[src/rtl/bfd_pkg.sv]
// Package with the constants, payload types and status codes of the fraction-to-decimal core.
package bfd_pkg;

  localparam int FRAC_BITS = 128;
  localparam int MANT_W = 64;
  localparam int EXP_W = 16;
  localparam int DIGITS_PER_BEAT = 8;
  localparam int MAX_BEATS = 16;
  localparam int NUM_BEATS_RAW = (FRAC_BITS + DIGITS_PER_BEAT - 1) / DIGITS_PER_BEAT;
  localparam int NUM_BEATS = (NUM_BEATS_RAW > MAX_BEATS) ? MAX_BEATS : NUM_BEATS_RAW;
  localparam int BEAT_W = (NUM_BEATS > 1) ? $clog2(NUM_BEATS) : 1;
  localparam int STEP_W = $clog2(FRAC_BITS + 1);
  localparam int PAD_BITS = FRAC_BITS - MANT_W;
  localparam logic [7:0] ASCII_ZERO = 8'h30;

  typedef enum logic [1:0] {
    STATUS_DIGITS   = 2'd0,
    STATUS_NO_FRAC  = 2'd1,
    STATUS_RANGE    = 2'd2,
    STATUS_RESERVED = 2'd3
  } status_e;

  typedef struct packed {
    logic signed [EXP_W-1:0] exponent;
    logic [MANT_W-1:0]       mantissa;
  } in_t;

  typedef struct packed {
    logic [63:0] text_chars;
    status_e     status;
    logic        last;
  } out_t;

  typedef struct packed {
    logic load;
    logic step;
  } feed_ctrl_t;

  typedef struct packed {
    logic clear;
    logic halve;
    logic advance;
  } bcd_ctrl_t;

endpackage

[src/rtl/bfd_feed.sv]
// Serial feeder that delivers the binary fraction one bit per cycle while stepped, last fraction bit first.
module bfd_feed
  import bfd_pkg::*;
(
  input  logic              clk_i,
  input  logic              rst_ni,
  input  feed_ctrl_t        ctrl_i,
  input  logic [STEP_W-1:0] pad_i,
  input  logic [MANT_W-1:0] mantissa_i,
  output logic              bit_o
);

  logic [MANT_W-1:0] mant_q, mant_d;
  logic [STEP_W-1:0] pad_q, pad_d;

  always_comb begin
    mant_d = mant_q;
    pad_d  = pad_q;
    if (ctrl_i.load) begin
      mant_d = mantissa_i;
      pad_d  = pad_i;
    end else if (ctrl_i.step) begin
      if (pad_q != '0) begin
        pad_d = pad_q - STEP_W'(1);
      end else begin
        mant_d = {1'b0, mant_q[MANT_W-1:1]};
      end
    end
  end

  always_ff @(posedge clk_i or negedge rst_ni) begin
    if (!rst_ni) begin
      pad_q <= '0;
    end else begin
      pad_q <= pad_d;
    end
  end

  always_ff @(posedge clk_i) begin
    mant_q <= mant_d;
  end

  assign bit_o = (pad_q == '0) & mant_q[0];

endmodule

[src/rtl/bfd_bcd.sv]
// BCD digit register that adds the input bit and halves per step, giving eight digits per beat.
module bfd_bcd
  import bfd_pkg::*;
(
  input  logic        clk_i,
  input  bcd_ctrl_t   ctrl_i,
  input  logic        bit_i,
  output logic [63:0] text_o
);

  logic [3:0] bcd_q [FRAC_BITS];
  logic [3:0] bcd_d [FRAC_BITS];
  logic [3:0] halved [FRAC_BITS];

  always_comb begin
    logic [3:0] shifted;
    logic       carry;
    for (int i = 0; i < FRAC_BITS; i++) begin
      carry = (i == 0) ? bit_i : bcd_q[(i == 0) ? 0 : i - 1][0];
      shifted = {carry, bcd_q[i][3:1]};
      halved[i] = (shifted > 4'd7) ? shifted - 4'd3 : shifted;
    end
  end

  always_comb begin
    for (int i = 0; i < FRAC_BITS; i++) begin
      bcd_d[i] = bcd_q[i];
      if (ctrl_i.clear) begin
        bcd_d[i] = '0;
      end else if (ctrl_i.halve) begin
        bcd_d[i] = halved[i];
      end else if (ctrl_i.advance) begin
        if (i < FRAC_BITS - DIGITS_PER_BEAT) begin
          bcd_d[i] = bcd_q[(i < FRAC_BITS - DIGITS_PER_BEAT) ? i + DIGITS_PER_BEAT : i];
        end else begin
          bcd_d[i] = '0;
        end
      end
    end
  end

  always_ff @(posedge clk_i) begin
    for (int i = 0; i < FRAC_BITS; i++) begin
      bcd_q[i] <= bcd_d[i];
    end
  end

  always_comb begin
    for (int j = 0; j < DIGITS_PER_BEAT; j++) begin
      text_o[63 - 8 * j -: 8] = {4'h0, bcd_q[j]} + ASCII_ZERO;
    end
  end

endmodule

[src/rtl/binary_fraction_to_decimal_core.sv]
// Top level of the binary fraction to decimal converter with control and output register.
//
// Input channel in_valid_i / in_ready_o carries one exponent and mantissa per
// transfer. The mantissa top bit has weight two to the power of the exponent.
// Output channel out_valid_o / out_ready_i carries eight ASCII digits per
// transfer, first digit in the top byte; the final transfer of a conversion
// has last set.
// A negative exponent whose mantissa fits the 128-bit fraction yields sixteen
// transfers of digits. A non-negative exponent yields one transfer with the
// no-fraction status, and a mantissa reaching past the fraction yields one
// transfer with the out-of-range status.
// A conversion feeds the fraction into the BCD register one bit per cycle,
// then loads one output beat per cycle while the receiver takes them.
// A status-only item passes from the emit state into the output register.
// A new item is taken once the last beat of the previous one sits in the
// output register. A stalled receiver holds the output register and halts
// the beat sequence. Reset empties the output register and returns the
// control to idle.
module binary_fraction_to_decimal_core
  import bfd_pkg::*;
(
  input  logic clk_i,
  input  logic rst_ni,
  input  logic in_valid_i,
  output logic in_ready_o,
  input  in_t  in_i,
  output logic out_valid_o,
  input  logic out_ready_i,
  output out_t out_o
);

  typedef enum logic [2:0] {
    ST_IDLE  = 3'b001,
    ST_SHIFT = 3'b010,
    ST_EMIT  = 3'b100
  } state_e;

  state_e            state_q, state_d;
  logic [STEP_W-1:0] step_q, step_d;
  logic [BEAT_W-1:0] beat_q, beat_d;
  status_e           status_q, status_d;
  logic              out_valid_q, out_valid_d;
  out_t              out_q, out_d;

  feed_ctrl_t        feed_ctrl;
  bcd_ctrl_t         bcd_ctrl;
  logic              feed_bit;
  logic [63:0]       text;
  logic [EXP_W-2:0]  lead_zeros;
  logic              out_of_range;
  logic [STEP_W-1:0] pad;
  logic              accept;
  logic              out_free;
  logic              beat_last;

  assign lead_zeros   = ~in_i.exponent[EXP_W-2:0];
  assign out_of_range = {1'b0, lead_zeros} > EXP_W'(PAD_BITS);
  assign pad          = STEP_W'(PAD_BITS) - lead_zeros[STEP_W-1:0];
  assign accept       = in_valid_i && in_ready_o;
  assign out_free     = !out_valid_q || out_ready_i;
  assign beat_last    = (status_q != STATUS_DIGITS) || (beat_q == BEAT_W'(NUM_BEATS - 1));

  always_comb begin
    state_d     = state_q;
    step_d      = step_q;
    beat_d      = beat_q;
    status_d    = status_q;
    out_valid_d = out_valid_q;
    out_d       = out_q;
    feed_ctrl   = '0;
    bcd_ctrl    = '0;

    if (out_valid_q && out_ready_i) begin
      out_valid_d = 1'b0;
    end

    unique case (state_q)
      ST_IDLE: begin
        if (accept) begin
          beat_d = '0;
          if (!in_i.exponent[EXP_W-1]) begin
            status_d = STATUS_NO_FRAC;
            state_d  = ST_EMIT;
          end else if (out_of_range) begin
            status_d = STATUS_RANGE;
            state_d  = ST_EMIT;
          end else begin
            status_d       = STATUS_DIGITS;
            step_d         = '0;
            feed_ctrl.load = 1'b1;
            bcd_ctrl.clear = 1'b1;
            state_d        = ST_SHIFT;
          end
        end
      end
      ST_SHIFT: begin
        feed_ctrl.step = 1'b1;
        bcd_ctrl.halve = 1'b1;
        step_d         = step_q + STEP_W'(1);
        if (step_q == STEP_W'(FRAC_BITS - 1)) begin
          state_d = ST_EMIT;
        end
      end
      ST_EMIT: begin
        if (out_free) begin
          out_valid_d      = 1'b1;
          out_d.text_chars = (status_q == STATUS_DIGITS) ? text : '0;
          out_d.status     = status_q;
          out_d.last       = beat_last;
          bcd_ctrl.advance = 1'b1;
          beat_d           = beat_q + BEAT_W'(1);
          if (beat_last) begin
            state_d = ST_IDLE;
          end
        end
      end
      default: begin
        state_d = ST_IDLE;
      end
    endcase
  end

  always_ff @(posedge clk_i or negedge rst_ni) begin
    if (!rst_ni) begin
      state_q     <= ST_IDLE;
      step_q      <= '0;
      beat_q      <= '0;
      status_q    <= STATUS_DIGITS;
      out_valid_q <= 1'b0;
    end else begin
      state_q     <= state_d;
      step_q      <= step_d;
      beat_q      <= beat_d;
      status_q    <= status_d;
      out_valid_q <= out_valid_d;
    end
  end

  always_ff @(posedge clk_i) begin
    out_q <= out_d;
  end

  bfd_feed u_feed (
    .clk_i      (clk_i),
    .rst_ni     (rst_ni),
    .ctrl_i     (feed_ctrl),
    .pad_i      (pad),
    .mantissa_i (in_i.mantissa),
    .bit_o      (feed_bit)
  );

  bfd_bcd u_bcd (
    .clk_i  (clk_i),
    .ctrl_i (bcd_ctrl),
    .bit_i  (feed_bit),
    .text_o (text)
  );

  assign in_ready_o  = (state_q == ST_IDLE);
  assign out_valid_o = out_valid_q;
  assign out_o       = out_q;

`ifndef SYNTH
  a_shift_to_emit: assert property (@(posedge clk_i) disable iff (!rst_ni)
    (state_q == ST_SHIFT) && (step_q == STEP_W'(FRAC_BITS - 1))
    |=> (state_q == ST_EMIT) && (beat_q == '0))
    else $error("shift phase did not hand over to the first output beat");

  a_status_is_last: assert property (@(posedge clk_i) disable iff (!rst_ni)
    out_valid_o && (out_o.status != STATUS_DIGITS) |-> out_o.last)
    else $error("status result not marked last");

  a_status_no_text: assert property (@(posedge clk_i) disable iff (!rst_ni)
    out_valid_o && (out_o.status != STATUS_DIGITS) |-> (out_o.text_chars == '0))
    else $error("status result carries digits");

  a_no_frac_path: assert property (@(posedge clk_i) disable iff (!rst_ni)
    accept && !in_i.exponent[EXP_W-1]
    |=> (state_q == ST_EMIT) && (status_q == STATUS_NO_FRAC))
    else $error("non-negative exponent not routed to no-fraction status");
`endif

endmodule
[config.mk]
export PLATFORM = sky130hd
export DESIGN_NAME = binary_fraction_to_decimal_core
export DESIGN_NICKNAME = d
export VERILOG_FILES = /design/src/rtl/bfd_pkg.sv /design/src/rtl/bfd_feed.sv /design/src/rtl/bfd_bcd.sv /design/src/rtl/binary_fraction_to_decimal_core.sv
export SDC_FILE = /design/constraint.sdc
export NUM_CORES = 2
export LEC_CHECK = 0
export BUFFER_PORTS_ARGS = -buffer_cell sky130_fd_sc_hd__buf_4
export CAP_MARGIN = 20
export CORE_ASPECT_RATIO = 0.9
export CORE_MARGIN = 4
export CORE_UTILIZATION = 58
export CTS_BUF_LIST = sky130_fd_sc_hd__clkbuf_4
export CTS_CLUSTER_DIAMETER = 50
export DETAILED_ROUTE_END_ITERATION = 8
export GPL_ROUTABILITY_DRIVEN = 1
export PLACE_DENSITY = 0.79
export SETUP_SLACK_MARGIN = 0.5
export SYNTH_ARGS = -nofsm -noshare
export SYNTH_HDL_FRONTEND = slang
export SYNTH_SLANG_ARGS = --single-unit
[constraint.sdc]
create_clock -name clk_i -period 7.1 [get_ports clk_i]
set_clock_uncertainty 0.05 [all_clocks]
set_input_delay 1.42 -clock clk_i [delete_from_list [all_inputs] [get_ports clk_i]]
set_output_delay 1.42 -clock clk_i [all_outputs]
set_load 0.02 [all_outputs]
==> metrics.md <==
| Metric | Value |
|---|---|
| GR Layer Usage met2 | 0.380 |
| Setup Fix Bufs, Post-CTS | 0 |
| Sw Ratio | 0.393 |
| Final Non-Filler Cells | 4974 |
| GRT Resource Usage Total | 0.243 |
| Distinct cells, synth | 55 |
| Crit path capture type | primary output |
| Layout area overhead | 8.16% |
| Clock insertion delay at the later pin of the skew report | 0.99 ns |
| Rows | 86 |
| Max frequency | 216 MHz |
| Num CTS Buffers | 167 |
| YS warnings | 0 |
| Residual DRC | 0 |
| Syn Area/Cell | 8.93 µm² |
| Final Hold Fails | 0 |
| Total iterations of the first detailed-routing run | 5 |
| Max-cap violation count | 0 |
| Min Hold Slack | 0.291 ns |
| Worst Reg2Reg Path Length in Cells | 5 |
| Post-DP Area | 37200 µm² |
| Sequential cell area | 13900 µm² |
| First-pass GRT wire length | 141000 µm |
| Critical-path top delay cell | dfstp_4 |
| Compound-Gate Fraction of Synth Area | 0.253 |
| Crit path kind | reg2out |
| Part of the power in registers | 0.433 |
| H-tree depth | 4 |
| Post-CTS sizing | 0 |
| R2R setup slack | 3.02 ns |
| CP Launch Type | register |
| Final Max Tran Viols | 0 |
| Post-Syn Instances | 4081 |
| Power per Cell Area | 329 nW/µm² |
| Logic pwr share | 0.308 |
| Worst path cell trace | inv_8, nor3_1, buf_4 |
| Clock root cell | clkbuf_4 |
| Post-Synth XOR/XNOR Area | 0.0658 |
| Routed len/inst | 17.1 µm |
| Internal | 0.00788 W |
| Gr ovfl total | 0 |
| Max VDD drop | 0.000413 V |
| Post-Synth Adder-Cell Area | 0.0456 |
| Ys flop type | dfxtp_1 |
| Final Wtd Congestion | 0.792 |
| Finish-stage setup viols | 0 |
| Reg2reg start | state_q[0] |
| Final critical-path share of the clock period | 0.653 |
| Share of layout cells above drive strength 1 | 0.126 |
| Count of nets after finishing | 4230 |
| # IOs | 153 |
| HPWL after DPL | 45500 µm |
| Final instance area | 39400 µm² |
| Relative slew slack | 0.206 |
| Dpl cells | 4680 |
| Met1 usage | 0.349 |
| Core area | 61800 µm² |
| Top Usage Layer GRT | met2 |
| CP Max Fanout | 165 |
| Vias after detailed routing | 30700 |
| Worst-Margin Slew | 1.19 ns |
| Crit path DAT | 3.16 ns |
| Die extent in y | 246 µm |
| Hold/Removal Path Class | in2async |
| Post-synth EDFFs | 100 |
| Die area | 66900 µm² |
| Final WL | 85100 µm |
| GR Util met3 | 0.0420 |
| # hold bufs at CTS | 0 |
| Fin crit period | 4.63 ns |
| Drt initial violations | 2906 |
| Final ANT Viol Nets | 0 |
| FF+latch count, synth | 638 |
| CTS tree | built |
| Psw | 0.00510 W |
| Worst r2r dst | u_bcd.bcd_q[0][107] |
| Register area share after synthesis | 0.381 |
| Initial Util | 0.590 |
| Asr flop ratio synth | 0.0408 |
| Setup ws final | 2.47 ns |
| Worst-path clk slew | 0.07 ns |
| Post-synthesis simple-gate area fraction | 0.106 |
| Clock Sinks | 638 |
| Mux cell area share after synthesis | 0.0960 |
| Via density | 6.16 |
| Leak pwr | 14.0 nW |
| Fillcell total | 5196 |
| Crit-path leading delay family | flip-flops |
| Main combinational cell family by area after synthesis | compound AO/OA/AOI/OAI gates |
| Status | finished clean |
| Clock buffer depth | 3 |
| Final TNS setup | 0 ns |
| Post-placement setup slack | 2.76 ns |
| Crit path launch | state_q[0] |
| Number of global-route vias before repair | 28100 |
| Largest net degree at the start of global routing | 257 |
| Unrepaired setup endpoints after global routing | false |
| Die Wd | 272 µm |
| Initial antenna violation count | 1 |
| CP bufs+invs | 2 |
| I/O Buffers | 136 |
| Critical Path Max Stage Delay | 1.08 ns |
| Area taken by multi-input logic gates | 20800 µm² |
| Synthesized cell area | 36500 µm² |
| CP required | 5.63 ns |
| Clock power frac | 0.258 |
[cells in the mapped netlist (3+ instances only)]
| cell type | number | area, µm² |
|---|---|---|
| a21oi_1 | 384 | 1920 |
| and2_1 | 33 | 206 |
| nand2_1 | 515 | 1930 |
| nand4_1 | 10 | 62.6 |
| buf_4 | 32 | 240 |
| or3b_2 | 3 | 26.3 |
| and3_1 | 5 | 31.3 |
| o21ai_0 | 390 | 1950 |
| nand2b_1 | 11 | 68.8 |
| o2111ai_1 | 239 | 2090 |
| dfrtp_1 | 25 | 626 |
| mux2_4 | 63 | 946 |
| edfxtp_1 | 100 | 3000 |
| a211oi_1 | 128 | 961 |
| buf_6 | 7 | 78.8 |
| a2111o_1 | 119 | 1340 |
| nor3_1 | 6 | 30.0 |
| xnor2_1 | 260 | 2280 |
| nor4_1 | 3 | 18.8 |
| clkbuf_1 | 268 | 1010 |
| nor3b_1 | 4 | 30.0 |
| a31oi_1 | 131 | 820 |
| nor2b_1 | 121 | 757 |
| inv_1 | 7 | 26.3 |
| mux2i_1 | 245 | 2450 |
| o31ai_1 | 3 | 22.5 |
| buf_1 | 26 | 97.6 |
| ha_1 | 133 | 1660 |
| mux2_2 | 9 | 101 |
| o211ai_1 | 3 | 22.5 |
| dfxtp_1 | 512 | 10200 |
| nand3_1 | 11 | 55.1 |
| xor2_1 | 14 | 123 |
| nor2_1 | 151 | 567 |
| buf_2 | 86 | 430 |
[worst register-to-register path, stage by stage, from the launching register on]
cell and delay [ns]:
dfstp_4 1.08, buf_4 0.79, or3b_4 0.88, buf_4 0.74, mux2i_1 0.31, a211oi_1 0.09
[area by class of cell]
type,count,area share
repair buffers,167,0.0367
clock buffers,249,0.0474
multi-input cells,3031,0.527
well taps,836,0.0265
clock inverters,44,0.00850
inverters,8,0.000952
diodes,1,0.0000635
flip-flops and latches,638,0.353
[flip-flops by register name, summed over array words and instances (netlist names)]
register,flops
state_q,3
u_feed.pad_q,8
step_q,8
out_o,36
status_q,2
u_bcd.bcd_q,512
out_valid_o,1
u_feed.mant_q,64
beat_q,4
[layout by cell type (no fill, tap or decap), types with 4 or more instances in the layout]
cell type	synthesis	final
edfxtp_1	100	100
clkbuf_4	0	249
a21oi_1	384	384
o2111ai_1	239	239
nor2b_1	121	121
buf_12	0	14
conb_1	1	16
mux2i_1	245	245
a31oi_1	131	131
clkinv_1	0	26
mux2_2	9	9
nor2_1	151	150
nor3_1	6	6
and3_1	5	5
ha_1	133	133
o21ai_0	390	390
nand4_1	10	10
and2_1	33	33
a2111o_1	119	119
nand2_1	515	515
inv_1	7	7
nand3_1	11	11
mux2_4	63	63
xnor2_1	260	260
dfxtp_1	512	512
bufinv_16	0	5
nor3b_1	4	4
dfrtp_1	25	25
nand2b_1	11	11
xor2_1	14	14
buf_4	32	152
clkinvlp_4	0	4
a211oi_1	128	128
[power groups by stage]
stage          clock network, W  logic [W]  registers [W]
2_1_floorplan                 0    0.00316        0.00537
3_3_place_gp                  0    0.00384        0.00566
3_5_place_dp                  0    0.00397        0.00567
4_1_cts                 0.00342    0.00399        0.00560
5_1_grt                 0.00362    0.00450        0.00575
6_report                0.00335    0.00400        0.00562
[how the worst max path moves through the flow]
| stage | cells past startpoint | slack, ns | end |
|---|---|---|---|
| after floorplan | 6 | 2.21 | u_feed.mant_q[0] |
| after global placement | 6 | 2.80 | u_feed.mant_q[12] |
| after detailed placement | 6 | 2.76 | u_feed.mant_q[59] |
| after CTS | 3 | 2.31 | in_ready_o |
| after global routing | 3 | 2.19 | in_ready_o |
| final | 3 | 2.47 | in_ready_o |
[through the flow]
step                      utilization  total power [W]
after global placement          0.602          0.00950
final                           0.638           0.0130
after global routing            0.638           0.0139
after detailed placement        0.603          0.00964
after floorplan                     -          0.00853
after CTS                       0.638           0.0130
[per-layer routing]
metal  part of all wire  up-vias  wire length, µm
li1                   -    15000                -
met1               0.48    14800            40800
met2               0.46      772            38800
met3              0.052       86             4460
met4              0.013        0             1080
met5                  0        -                0
[cell families after synthesis]
logic type | after synthesis
adders and majority gates | 133
AOI/OAI and AO/OA | 1408
muxes | 317
DFF | 638
xor gates and xnor gates | 274
and+or+nand+nor | 883
buffers and inverters | 427
other | 1
Power figures use the tool's default switching activity.
